### config.mk
export PLATFORM = sky130hd
export DESIGN_NAME = tcw_ctrl
export DESIGN_NICKNAME = d
export VERILOG_FILES = /design/src/rtl/tcw_pkg.sv /design/src/rtl/tcw_ctrl.sv
export VERILOG_INCLUDE_DIRS = /design/src /design/src/rtl
export SDC_FILE = /design/constraint.sdc
export NUM_CORES = 1
export LEC_CHECK = 0
export BUFFER_PORTS_ARGS = -buffer_cell sky130_fd_sc_hd__buf_4
export CORE_ASPECT_RATIO = 0.8
export CORE_MARGIN = 2
export CORE_UTILIZATION = 62
export DETAILED_ROUTE_END_ITERATION = 10
export PLACE_DENSITY = 0.9
export SETUP_SLACK_MARGIN = 0.1
export SLEW_MARGIN = 40
export SYNTH_ARGS = -nofsm -noshare
export SYNTH_HDL_FRONTEND = slang
export SYNTH_SLANG_ARGS = --single-unit
### constraint.sdc
create_clock -name clk -period 9.1 [get_ports clk]
set_input_delay 0.91 -clock clk [delete_from_list [all_inputs] [get_ports clk]]
set_output_delay 0.91 -clock clk [all_outputs]
set_load 0.005 [all_outputs]
### src/rtl/text_console_writer_core_assert.svh
`ifndef TEXT_CONSOLE_WRITER_CORE_ASSERT_SVH
`define TEXT_CONSOLE_WRITER_CORE_ASSERT_SVH

// The consequent must hold in the same cycle as the antecedent.
`define TCW_ASSERT_NOW(label, clk, rst_n, ante, cons, msg) \
    label: assert property (@(posedge clk) disable iff (!rst_n) (ante) |-> (cons)) \
        else $error(msg);

// The consequent must hold in the cycle after the antecedent.
`define TCW_ASSERT_NEXT(label, clk, rst_n, ante, cons, msg) \
    label: assert property (@(posedge clk) disable iff (!rst_n) (ante) |=> (cons)) \
        else $error(msg);

`endif

### src/rtl/tcw_pkg.sv
package tcw_pkg;

    localparam int COLUMNS = 80;
    localparam int ROWS    = 25;
    localparam int CELLS   = COLUMNS * ROWS;

    localparam int COL_W  = 7;
    localparam int ROW_W  = 5;
    localparam int POS_W  = 11;
    localparam int CELL_W = 16;
    localparam int ATTR_W = 8;
    localparam int BYTE_W = 8;
    localparam int ADDR_W = $clog2(CELLS);

    localparam logic [ATTR_W-1:0] ATTR_RESET = 8'h07;
    localparam logic [BYTE_W-1:0] CH_LF      = 8'h0A;
    localparam logic [BYTE_W-1:0] CH_BS      = 8'h08;

    localparam logic [1:0] ACT_PUT   = 2'd0;
    localparam logic [1:0] ACT_SET   = 2'd1;
    localparam logic [1:0] ACT_READ  = 2'd2;
    localparam logic [1:0] ACT_CLEAR = 2'd3;

    typedef struct packed {
        logic [1:0]        action;
        logic [BYTE_W-1:0] char_code;
        logic [BYTE_W-1:0] column;
        logic [BYTE_W-1:0] row;
    } item_t;

    typedef struct packed {
        logic [COL_W-1:0]  cursor_column;
        logic [ROW_W-1:0]  cursor_row;
        logic [POS_W-1:0]  cursor_position;
        logic [CELL_W-1:0] cell_value;
        logic              scrolled;
        logic              ignored;
    } result_t;

    // Screen row plus ring offset, wrapped once, then scaled to a cell address.
    function automatic logic [ADDR_W-1:0] store_addr(
        input logic [ROW_W-1:0] ring,
        input logic [ROW_W-1:0] scr_row,
        input logic [COL_W-1:0] col
    );
        logic [ROW_W:0]   sum;
        logic [ROW_W-1:0] srow;
        sum = {1'b0, ring} + {1'b0, scr_row};
        if (sum >= (ROW_W+1)'(ROWS))
        begin
            sum = sum - (ROW_W+1)'(ROWS);
        end
        srow = sum[ROW_W-1:0];
        return ADDR_W'(srow) * ADDR_W'(COLUMNS) + ADDR_W'(col);
    endfunction

    function automatic logic [POS_W-1:0] cursor_pos(
        input logic [ROW_W-1:0] line,
        input logic [COL_W-1:0] col
    );
        return POS_W'(line) * POS_W'(COLUMNS) + POS_W'(col);
    endfunction

endpackage

### src/rtl/tcw_ctrl.sv
`include "text_console_writer_core_assert.svh"

module tcw_ctrl (
    input  logic                         clk,
    input  logic                         rst_n,
    input  logic                         cfg_we,
    input  logic [tcw_pkg::ATTR_W-1:0]   cfg_data,
    input  logic                         in_valid,
    output logic                         in_ready,
    input  tcw_pkg::item_t               in_item,
    input  logic                         out_free,
    output logic                         res_valid,
    output tcw_pkg::result_t             res,
    output logic                         mem_we,
    output logic [tcw_pkg::ADDR_W-1:0]   mem_waddr,
    output logic [tcw_pkg::CELL_W-1:0]   mem_wdata,
    output logic [tcw_pkg::ADDR_W-1:0]   mem_raddr,
    input  logic [tcw_pkg::CELL_W-1:0]   mem_rdata
);

    localparam logic [2:0] S_INIT  = 3'd0;
    localparam logic [2:0] S_IDLE  = 3'd1;
    localparam logic [2:0] S_EXEC  = 3'd2;
    localparam logic [2:0] S_SWEEP = 3'd3;
    localparam logic [2:0] S_PUT   = 3'd4;
    localparam logic [2:0] S_READ  = 3'd5;
    localparam logic [2:0] S_DONE  = 3'd6;

    localparam logic [tcw_pkg::ROW_W-1:0] LAST_ROW = tcw_pkg::ROW_W'(tcw_pkg::ROWS - 1);
    localparam logic [tcw_pkg::COL_W-1:0] LAST_COL = tcw_pkg::COL_W'(tcw_pkg::COLUMNS - 1);
    localparam logic [tcw_pkg::COL_W-1:0] FULL_COL = tcw_pkg::COL_W'(tcw_pkg::COLUMNS);
    localparam logic [tcw_pkg::ADDR_W-1:0] LAST_CELL = tcw_pkg::ADDR_W'(tcw_pkg::CELLS - 1);

    logic [2:0]                   state_reg, state_next;
    logic [tcw_pkg::COL_W-1:0]    col_reg, col_next;
    logic [tcw_pkg::ROW_W-1:0]    line_reg, line_next;
    logic [tcw_pkg::ROW_W-1:0]    ring_reg, ring_next;
    logic [tcw_pkg::ATTR_W-1:0]   attr_reg;
    logic [tcw_pkg::ADDR_W-1:0]   sweep_addr_reg, sweep_addr_next;
    logic [tcw_pkg::ADDR_W-1:0]   sweep_last_reg, sweep_last_next;
    logic [tcw_pkg::CELL_W-1:0]   sweep_val_reg, sweep_val_next;
    logic                         sweep_put_reg, sweep_put_next;
    tcw_pkg::item_t               item_reg, item_next;
    logic [tcw_pkg::CELL_W-1:0]   cell_reg, cell_next;
    logic                         scrolled_reg, scrolled_next;
    logic                         ignored_reg, ignored_next;
    logic [tcw_pkg::CELL_W-1:0]   blank;
    logic                         pos_bad;
    logic                         finish;

    assign blank    = {attr_reg, tcw_pkg::BYTE_W'(0)};
    assign in_ready = (state_reg == S_IDLE);
    assign pos_bad  = (item_reg.column >= tcw_pkg::BYTE_W'(tcw_pkg::COLUMNS))
                   || (item_reg.row >= tcw_pkg::BYTE_W'(tcw_pkg::ROWS));
    assign mem_raddr = tcw_pkg::store_addr(ring_reg, item_reg.row[tcw_pkg::ROW_W-1:0],
                                           item_reg.column[tcw_pkg::COL_W-1:0]);

    always_comb
    begin
        state_next      = state_reg;
        col_next        = col_reg;
        line_next       = line_reg;
        ring_next       = ring_reg;
        sweep_addr_next = sweep_addr_reg;
        sweep_last_next = sweep_last_reg;
        sweep_val_next  = sweep_val_reg;
        sweep_put_next  = sweep_put_reg;
        item_next       = item_reg;
        cell_next       = cell_reg;
        scrolled_next   = scrolled_reg;
        ignored_next    = ignored_reg;
        mem_we          = 1'b0;
        mem_waddr       = sweep_addr_reg;
        mem_wdata       = sweep_val_reg;
        res_valid       = 1'b0;
        finish          = 1'b0;

        case (state_reg)
            S_INIT:
            begin
                mem_we    = 1'b1;
                mem_wdata = {tcw_pkg::ATTR_RESET, tcw_pkg::BYTE_W'(0)};
                if (sweep_addr_reg == LAST_CELL)
                begin
                    sweep_addr_next = '0;
                    state_next      = S_IDLE;
                end
                else
                begin
                    sweep_addr_next = sweep_addr_reg + 1'b1;
                end
            end
            S_IDLE:
            begin
                if (in_valid)
                begin
                    item_next  = in_item;
                    state_next = S_EXEC;
                end
            end
            S_EXEC:
            begin
                cell_next     = '0;
                scrolled_next = 1'b0;
                ignored_next  = 1'b0;
                case (item_reg.action)
                    tcw_pkg::ACT_PUT:
                    begin
                        if (item_reg.char_code == tcw_pkg::CH_BS)
                        begin
                            if ((col_reg == '0) && (line_reg == '0))
                            begin
                                finish = 1'b1;
                            end
                            else
                            begin
                                if (col_reg == '0)
                                begin
                                    line_next = line_reg - 1'b1;
                                    col_next  = LAST_COL;
                                end
                                else
                                begin
                                    col_next = col_reg - 1'b1;
                                end
                                mem_we    = 1'b1;
                                mem_waddr = tcw_pkg::store_addr(ring_reg, line_next, col_next);
                                mem_wdata = blank;
                                cell_next = blank;
                                finish    = 1'b1;
                            end
                        end
                        else if ((item_reg.char_code == tcw_pkg::CH_LF) || (col_reg >= FULL_COL))
                        begin
                            col_next = '0;
                            if (line_reg < LAST_ROW)
                            begin
                                line_next = line_reg + 1'b1;
                                if (item_reg.char_code == tcw_pkg::CH_LF)
                                begin
                                    finish = 1'b1;
                                end
                                else
                                begin
                                    state_next = S_PUT;
                                end
                            end
                            else
                            begin
                                sweep_addr_next = tcw_pkg::store_addr(ring_reg, '0, '0);
                                sweep_last_next = sweep_addr_next
                                                + tcw_pkg::ADDR_W'(tcw_pkg::COLUMNS - 1);
                                sweep_val_next  = '0;
                                sweep_put_next  = (item_reg.char_code != tcw_pkg::CH_LF);
                                ring_next       = (ring_reg == LAST_ROW) ? '0 : ring_reg + 1'b1;
                                scrolled_next   = 1'b1;
                                state_next      = S_SWEEP;
                            end
                        end
                        else
                        begin
                            mem_we    = 1'b1;
                            mem_waddr = tcw_pkg::store_addr(ring_reg, line_reg, col_reg);
                            mem_wdata = {attr_reg, item_reg.char_code};
                            cell_next = {attr_reg, item_reg.char_code};
                            col_next  = col_reg + 1'b1;
                            finish    = 1'b1;
                        end
                    end
                    tcw_pkg::ACT_SET:
                    begin
                        if (pos_bad)
                        begin
                            ignored_next = 1'b1;
                        end
                        else
                        begin
                            col_next  = item_reg.column[tcw_pkg::COL_W-1:0];
                            line_next = item_reg.row[tcw_pkg::ROW_W-1:0];
                        end
                        finish = 1'b1;
                    end
                    tcw_pkg::ACT_READ:
                    begin
                        if (pos_bad)
                        begin
                            ignored_next = 1'b1;
                            finish       = 1'b1;
                        end
                        else
                        begin
                            state_next = S_READ;
                        end
                    end
                    default:
                    begin
                        sweep_addr_next = '0;
                        sweep_last_next = LAST_CELL;
                        sweep_val_next  = blank;
                        sweep_put_next  = 1'b0;
                        state_next      = S_SWEEP;
                    end
                endcase
            end
            S_SWEEP:
            begin
                mem_we = 1'b1;
                if (sweep_addr_reg == sweep_last_reg)
                begin
                    if (sweep_put_reg)
                    begin
                        state_next = S_PUT;
                    end
                    else
                    begin
                        finish = 1'b1;
                    end
                end
                else
                begin
                    sweep_addr_next = sweep_addr_reg + 1'b1;
                end
            end
            S_PUT:
            begin
                mem_we    = 1'b1;
                mem_waddr = tcw_pkg::store_addr(ring_reg, line_reg, col_reg);
                mem_wdata = {attr_reg, item_reg.char_code};
                cell_next = {attr_reg, item_reg.char_code};
                col_next  = col_reg + 1'b1;
                finish    = 1'b1;
            end
            S_READ:
            begin
                cell_next = mem_rdata;
                finish    = 1'b1;
            end
            S_DONE:
            begin
                finish = 1'b1;
            end
            default:
            begin
                state_next = S_IDLE;
            end
        endcase

        if (finish)
        begin
            if (out_free)
            begin
                res_valid  = 1'b1;
                state_next = S_IDLE;
            end
            else
            begin
                state_next = S_DONE;
            end
        end
    end

    always_comb
    begin
        res.cursor_column   = col_next;
        res.cursor_row      = line_next;
        res.cursor_position = tcw_pkg::cursor_pos(line_next, col_next);
        res.cell_value      = cell_next;
        res.scrolled        = scrolled_next;
        res.ignored         = ignored_next;
    end

    always_ff @(posedge clk or negedge rst_n)
    begin
        if (!rst_n)
        begin
            state_reg      <= S_INIT;
            col_reg        <= '0;
            line_reg       <= '0;
            ring_reg       <= '0;
            attr_reg       <= tcw_pkg::ATTR_RESET;
            sweep_addr_reg <= '0;
        end
        else
        begin
            state_reg      <= state_next;
            col_reg        <= col_next;
            line_reg       <= line_next;
            ring_reg       <= ring_next;
            sweep_addr_reg <= sweep_addr_next;
            if (cfg_we)
            begin
                attr_reg <= cfg_data;
            end
        end
    end

    always_ff @(posedge clk)
    begin
        sweep_last_reg <= sweep_last_next;
        sweep_val_reg  <= sweep_val_next;
        sweep_put_reg  <= sweep_put_next;
        item_reg       <= item_next;
        cell_reg       <= cell_next;
        scrolled_reg   <= scrolled_next;
        ignored_reg    <= ignored_next;
    end

    `TCW_ASSERT_NOW(a_line_range, clk, rst_n, 1'b1, line_reg <= LAST_ROW, "cursor row out of range")
    `TCW_ASSERT_NOW(a_col_range, clk, rst_n, 1'b1, col_reg <= FULL_COL, "cursor column out of range")
    `TCW_ASSERT_NOW(a_ring_range, clk, rst_n, 1'b1, ring_reg <= LAST_ROW, "ring offset out of range")
    `TCW_ASSERT_NOW(a_res_room, clk, rst_n, res_valid, out_free, "result issued with output full")
    `TCW_ASSERT_NEXT(a_accept_exec, clk, rst_n, in_valid && in_ready, state_reg == S_EXEC, "accepted item not executed")

endmodule

==> results of run 1 <==
[worst min-delay path, cell delays in order, from the launching register on]
cell and delay (ps):
dfxtp_1 300, nand2_1 50, nand2_1 60
[power by group through the flow]
stage	Combinational [W]	Sequential, W	Clock (W)
after detailed placement	0.00157	0.000687	0
final	0.00161	0.000687	0.000394
after floorplan	0.00105	0.000625	0
after CTS	0.00159	0.000679	0.000396
after global placement	0.00154	0.000683	0
after global routing	0.00176	0.000697	0.000414
[Yosys cell counts (8+ instances only)]
| library cell | count |
|---|---|
| and2_1 | 14 |
| edfxtp_1 | 42 |
| a22o_1 | 8 |
| a21oi_1 | 46 |
| inv_1 | 48 |
| nand2_1 | 100 |
| xnor2_1 | 42 |
| clkbuf_1 | 35 |
| a21o_1 | 22 |
| a211o_1 | 11 |
| xor2_1 | 22 |
| a22oi_1 | 13 |
| nor2b_1 | 19 |
| ha_1 | 78 |
| fa_1 | 12 |
| dfrtp_1 | 36 |
| buf_4 | 10 |
| o21ai_0 | 70 |
| o21ai_1 | 17 |
| mux2i_1 | 9 |
| nor2_1 | 44 |
| and3_1 | 25 |
| nor3_1 | 16 |
| or3_1 | 10 |
| nand3_1 | 23 |
| dfxtp_1 | 18 |
| o21a_1 | 8 |
[stage by stage]
stage	power, W	hold slack, ps
after floorplan	0.001675	420.7
after global placement	0.002219	434.9
after detailed placement	0.002254	437.0
after CTS	0.002664	452.6
after global routing	0.002875	494.5
final	0.002696	451.4
[worst min-delay path by stage]
stage	slack [ps]	depth (start not counted)	startpoint	to
after floorplan	420	2	scrolled_reg	scrolled_reg
after global placement	430	2	scrolled_reg	scrolled_reg
after detailed placement	440	2	scrolled_reg	scrolled_reg
after CTS	450	2	scrolled_reg	scrolled_reg
after global routing	490	2	scrolled_reg	scrolled_reg
final	450	2	scrolled_reg	scrolled_reg
[cells by family (layout without fill, tap and decap cells)]
kind of cell	count (synthesis)	count (layout)	synth area share (%)
adders and majority gates	90	90	14.68
AOI/OAI and AO/OA	271	271	21.55
muxes	16	16	2.039
buffers and inverters	98	212	4.938
and+or+nand+nor	296	296	18.09
xor gates and xnor gates	66	66	7.309
DFF	99	99	31.40
[layout make-up]
class / count / share of cell area [%]
Multi-Input combinational cell: 739 / 54.49
Tap cell: 175 / 2.259
Clock buffer: 9 / 2.323
Clock inverter: 7 / 0.8132
Sequential cell: 99 / 26.84
Inverter: 49 / 1.898
Timing Repair Buffer: 147 / 11.39
[routing by layer]
metal  GRT usage, %  vias to the layer above
li1               -                     3635
met1          47.20                     3699
met2          51.10                      506
met3          8.098                       57
met4          11.47                        0
met5              0                        -
[placed cells by master, fill, tap and decap left out, types with 10 or more instances in the layout]
cell type / count
buf_4: 147
nand2_1: 100
ha_1: 78
o21ai_0: 70
inv_1: 48
a21oi_1: 46
nor2_1: 44
xnor2_1: 42
edfxtp_1: 42
dfrtp_1: 36
and3_1: 25
nand3_1: 23
a21o_1: 22
xor2_1: 22
nor2b_1: 19
dfxtp_1: 18
o21ai_1: 17
nor3_1: 16
and2_1: 13
a22oi_1: 13
fa_1: 12
a211o_1: 11
or3_1: 10
==> impl_metrics.csv, run 1 <==
group,metric,value,unit
run_status,outcome,"finished, final reports clean",
clock_network,tritoncts,"done",
synth,synthCells,936,
routing,dr.pass1.iters,6,
layout,final_nets,1190,
power_and_ir_drop,p_seq_share,25.5,%
timing,min_period,7409,ps
grt,grt_pass1_vias,7518,
timing,relSlewSlack,49.10,%
timing,rsz0062_at_grt,"no",
synth,ys.flop_type,"edfxtp_1",
layout,n_antenna_cell,0,
timing,worst_slew_pin_slew,756.6,ps
layout,post-route-util,74.78,%
setup_path,critical_path_class,"reg2out",
grt,grt_pass1_wl,38200,µm
setup_path,crit_slowest_cell,"nor4_2",
synth,synth_nets,1081,
floorplanning,ioPinCount,137,
layout,fin_area,9693,µm²
timing,fmax,135.0,MHz
synth,synth_warnings,0,
setup_path,critical_path_depth,22,
clock_network,ctsRootBufferMaster,"clkbuf_16",
setup_path,cp-end-kind,"output pin",
synth,synth-seq-area-share,31.40,%
clock_network,cts.sinks,99,
synth,ys_types,76,
layout,num-fill-cells,948,
routing,dr.max_layer_used,"met4",
synth,synthTopCellsByArea,"edfxtp_1 15%, ha_1 12%, dfrtp_1 11%",
setup_path,required,8190,ps
floorplanning,initial_core_util,63.92,%
clock_network,cts_resized,0,
clock_network,cts_setup_buffers,0,
routing,met2WireLength,10520,µm
floorplanning,chipHeight,107.4,µm
synth,synth_area,8285,µm²
synth,yosysTopAreaCell,"edfxtp_1",
timing,setup_viol,0,
clock_network,clkTransAtPathRegs,70,ps
timing,setup_tns,0,ps
timing,hold_viol,0,
routing,wl_met1,10140,µm
floorplanning,rows,37,
timing,finClkSkew,9.647,ps
clock_network,cts_made_buffers,9,
layout,largest_register_ffs,26,
grt,grt_max_degree,40,
setup_path,slowest_delay,580,ps
synth,ys_seq_elements,99,
power_and_ir_drop,combinationalPowerShare,59.9,%
power_and_ir_drop,p_per_area,278.1,nW/µm²
power_and_ir_drop,switching_share,44.66,%
timing,setup_ws,1691,ps
power_and_ir_drop,p_int,0.001492,W
setup_path,rr_worst_depth,14,
routing,vias,7897,
timing,fin_crit_sh,81.41,%
setup_path,arrival,6500,ps
routing,met3WireLength,2717,µm
routing,ant_nets,0,
setup_path,ff2ff_setup_slack,5080,ps
clock_network,cts_hold_buf,0,
layout,instances_no_fill,1225,
setup_path,cp-endpoint,"mem_waddr[10]",
setup_path,critPathLaunchType,"flop",
floorplanning,core_area,12960,µm²
power_and_ir_drop,power.switching,0.001204,W
routing,initialDrtViolationCount,927,
setup_path,crit_family,"simple AND/OR/NAND/NOR gates",
hold_path,min_path_type,"reg2reg",
layout,drive_gt1_share,17.81,%
power_and_ir_drop,clockPowerShare,14.6,%
floorplanning,fp.dieW,133.2,µm
placed_design,place.gp.congestion,0.9908,
setup_path,r2r-end,"sweep_addr_reg[9]",
routing,finalWirelength,23920,µm
clock_network,cts_buffer_depth,2,
power_and_ir_drop,leakage,4.408,nW
power_and_ir_drop,irDropWorstVdd,0.2013,mV
clock_network,insertion_delay,360,ps
placed_design,dp_slack,2334,ps
synth,synth_top_cell_area_share,15.22,%
layout,multiInputGateArea,5281,µm²
grt,grt_usage,33.60,%
synth,async_reset_ff_share,39.39,%
setup_path,r2r-start,"ring_reg[1]",
routing,drc_errors,0,
layout,synthToLayoutAreaGrowth,16.99,%
setup_path,crit_buf_inv,2,
placed_design,portBuffers,136,
synth,synth_enable_flop_cells,42,
placed_design,place_area,9389,µm²
grt,grt_overflow,0,
placed_design,hpwl,18050,µm
grt,antenna_found_initial,0,
run,cap_violations,0,
routing,vias_per_cell,6.447,
setup_path,path_cells,"nor4_2 -> nand2_1 -> or4_1 -> xnor2_1 -> ha_1 -> and3_1 -> o21ai_0 -> nand4_1 -> nand2_1 -> nand2_1 -> xor2_1 -> ha_1 -> ha_1 -> inv_1 -> fa_1 -> xor2_1 -> xnor3_1 -> nand2b_1 -> mux2i_1 -> xnor3_1 -> o211ai_1 -> buf_4",
timing,finalMaxSlewViolations,0,
clock_network,htree_levels,3,
setup_path,crit_path_start,"col_reg[2]",
floorplanning,dieArea,14310,µm²
routing,routedWlPerCell,19.53,µm
synth,synth.avg_cell_area,8.852,µm²
placed_design,placed_cells,1209,
setup_path,cp_max_fo,13,
layout,seqCellArea,2601,µm²
Power figures use the tool's default switching activity.
==> inputs of run 2 (changes only) <==
ABC_AREA = 1   (was default)
CORE_UTILIZATION = 58   (was 62)
PLACE_DENSITY = 0.85   (was 0.9)
clock period = 6.91 ns   (was 9.1 ns; I/O delays follow)
==> run 2 against run 1 <==
  * Die area grew 8.9%
  * Register-to-register slack got worse by 1900 ps
  * Synthesized cell count grew 18%
  * Utilization decreased by 5.0 points
  * Synthesized area up 2.2%
  * Cell count is 16% higher
  * Clock skew fell by 1.0 ps
  * Final area up 2.6%
  * Critical endpoint is now mem_waddr[9]
  * Count of clock-buffer cells in the layout did not move
  * Flip-flop and latch count did not move
  * Clock power grew 41%
  * Highest routed layer unchanged
  * Largest power group unchanged
  * Combinational power grew 66%
==> impl_metrics.csv, run 2 <==
group,metric,value,unit
run_status,outcome,"finished, final reports clean",
power_and_ir_drop,leakage,4.884,nW
floorplanning,ioPinCount,137,
layout,largest_register_ffs,26,
floorplanning,rows,39,
synth,synth_nets,1247,
synth,synth_area,8466,µm²
synth,synth.avg_cell_area,7.682,µm²
setup_path,crit_family,"adder cells",
clock_network,clkTransAtPathRegs,80,ps
layout,final_cell_mix,"220 x nand2_1, 143 x inv_1, 141 x buf_4",
placed_design,hpwl,18720,µm
hold_path,min_path_type,"in2async",
setup_path,cp_max_fo,9,
synth,ys.flop_type,"edfxtp_1",
synth,synthCells,1102,
grt,grt_max_degree,40,
grt,antenna_found_initial,0,
synth,synth_top_cell_area_share,14.90,%
timing,finalMaxSlewViolations,0,
timing,setup_viol,0,
grt,grt_usage,30.98,%
setup_path,slowest_delay,500,ps
clock_network,cts_setup_buffers,0,
synth,synth_enable_flop_cells,42,
layout,instances_no_fill,1415,
layout,final_nets,1371,
routing,vias,8295,
clock_network,cts.sinks,99,
layout,n_antenna_cell,0,
grt,grt_pass1_wl,38760,µm
layout,layout_commonest_cell,"nand2_1",
clock_network,cts_buffer_depth,2,
layout,num-fill-cells,1171,
routing,vias_per_cell,5.862,
synth,async_reset_ff_share,39.39,%
synth,synth_warnings,0,
synth,synth_common_cells,"220 x nand2_1, 143 x inv_1, 87 x nor2_1",
power_and_ir_drop,p_per_area,412.4,nW/µm²
floorplanning,chipHeight,112.1,µm
clock_network,cts_resized,0,
layout,synthToLayoutAreaGrowth,17.45,%
layout,drive_gt1_share,18.12,%
clock_network,htree_levels,3,
setup_path,cp-end-kind,"output pin",
timing,setup_tns,0,ps
power_and_ir_drop,irDropWorstVdd,0.2310,mV
setup_path,required,6220,ps
clock_network,insertion_delay,360,ps
timing,worst_slew_pin_slew,757.6,ps
timing,relSlewSlack,49.44,%
floorplanning,core_area,14250,µm²
timing,rsz0062_at_grt,"no",
floorplanning,initial_core_util,59.41,%
timing,finClkSkew,8.607,ps
routing,dr.pass1.iters,8,
run,cap_violations,0,
synth,synth_most_common_cell,"nand2_1",
placed_design,placed_cells,1399,
floorplanning,fp.dieW,139.1,µm
routing,routedWlPerCell,17.10,µm
floorplanning,dieArea,15580,µm²
synth,ys_seq_elements,99,
setup_path,arrival,5430,ps
timing,fin_crit_sh,88.52,%
setup_path,crit_slowest_cell,"fa_1",
placed_design,portBuffers,136,
routing,ant_nets,0,
placed_design,place.gp.congestion,0.9610,
clock_network,cts_hold_buf,0,
grt,grt_pass1_vias,7763,
routing,drc_errors,0,
setup_path,critPathLaunchType,"flop",
routing,finalWirelength,24200,µm
grt,grt_overflow,0,
setup_path,critical_path_class,"reg2out",
synth,synthTopCellsByArea,"edfxtp_1 15%, ha_1 12%, dfrtp_1 11%",
setup_path,crit_buf_inv,7,
clock_network,ctsRootBufferMaster,"clkbuf_16",
clock_network,cts_made_buffers,9,
timing,hold_viol,0,
timing,fmax,163.5,MHz
synth,ys_types,63,
timing,min_period,6117,ps
synth,yosysTopAreaCell,"edfxtp_1",
clock_network,tritoncts,"done",
routing,initialDrtViolationCount,1042,
synth,synth-seq-area-share,30.73,%
run 2: cell count changes after synthesis, sizes merged, moves of 11 or more:
| cell | before | now |
|---|---|---|
| a211o | 11 | 0 |
| a21o | 22 | 4 |
| and2 | 16 | 0 |
| and3 | 25 | 0 |
| clkbuf | 35 | 10 |
| inv | 48 | 161 |
| nand2 | 100 | 230 |
| nand3 | 23 | 79 |
| nor2 | 45 | 98 |
| nor2b | 19 | 0 |
| xnor2 | 42 | 18 |
| xor2 | 22 | 37 |
run 2: worst paths after layout:
kind | from | to | slack [ps] | depth (start not counted)
min in group clk | scrolled_reg | scrolled_reg | 470 | 2
min | rst_n | attr_reg[6] | 330 | 1
max in group asynchronous | rst_n | sweep_addr_reg[3] | 6190 | 1
min reg2reg | scrolled_reg | scrolled_reg | 470 | 2
max reg2reg | ring_reg[1] | sweep_last_reg[10] | 3150 | 13
max | col_reg[0] | mem_waddr[9] | 790 | 27
run 2: worst register-to-register path: cells and delay by family (launching register included):
kind	cells	cell delay [ps]
AO/OA/AOI/OAI	1	180
XOR/XNOR	1	410
adder cells (fa/ha/maj)	4	1170
buffers and inverters	1	250
flip-flops	1	650
AND/OR/NAND/NOR	6	950
run 2: routing by layer:
metal / track usage, % / share of wire [%] / up-vias
met3: 7.338 / 10 / 46
met2: 47.45 / 43 / 471
li1: - / - / 3955
met4: 8.889 / 2.1 / 0
met5: 0 / 0 / -
met1: 44.25 / 44 / 3823
run 2: cell type report:
type	instances	area [µm²]	share of cell area [%]
sequential	99	2601	26.16
clock inverter	7	106.4	1.070
multi-input combinational	810	5082	51.11
timing repair buffer	141	1059	10.65
inverter	165	639.4	6.430
clock buffer	9	225.2	2.265
tap	184	230.2	2.315
run 2: cell families after synthesis:
kind of cell | share of synthesized area (%)
AOI/OAI and AO/OA | 15.52
xor gates and xnor gates | 5.690
adders and majority gates | 14.37
buffers and inverters | 9.489
DFF | 30.73
and+or+nand+nor | 24.21
run 2: through the flow:
step	hold WS (ps)	cell area [µm²]	util, %	setup WS (ps)	power, W
after detailed placement	445.4	9602	67.39	1152	0.003477
after global placement	439.6	9602	67.39	1371	0.003410
after floorplan	395.4	8466	-	1846	0.002597
final	330.6	9943	69.78	793.2	0.004101
after CTS	342.0	9933	69.71	770.9	0.004052
after global routing	357.9	9943	69.78	116.2	0.004424
run 2: report_power, final:
group	total [W]	leakage, nW	switching, W	internal [W]
clock	0.000557	0.156	0.000263	0.000294
combinational	0.00267	3.69	0.00162	0.00105
sequential	0.000870	1.04	0.000116	0.000754
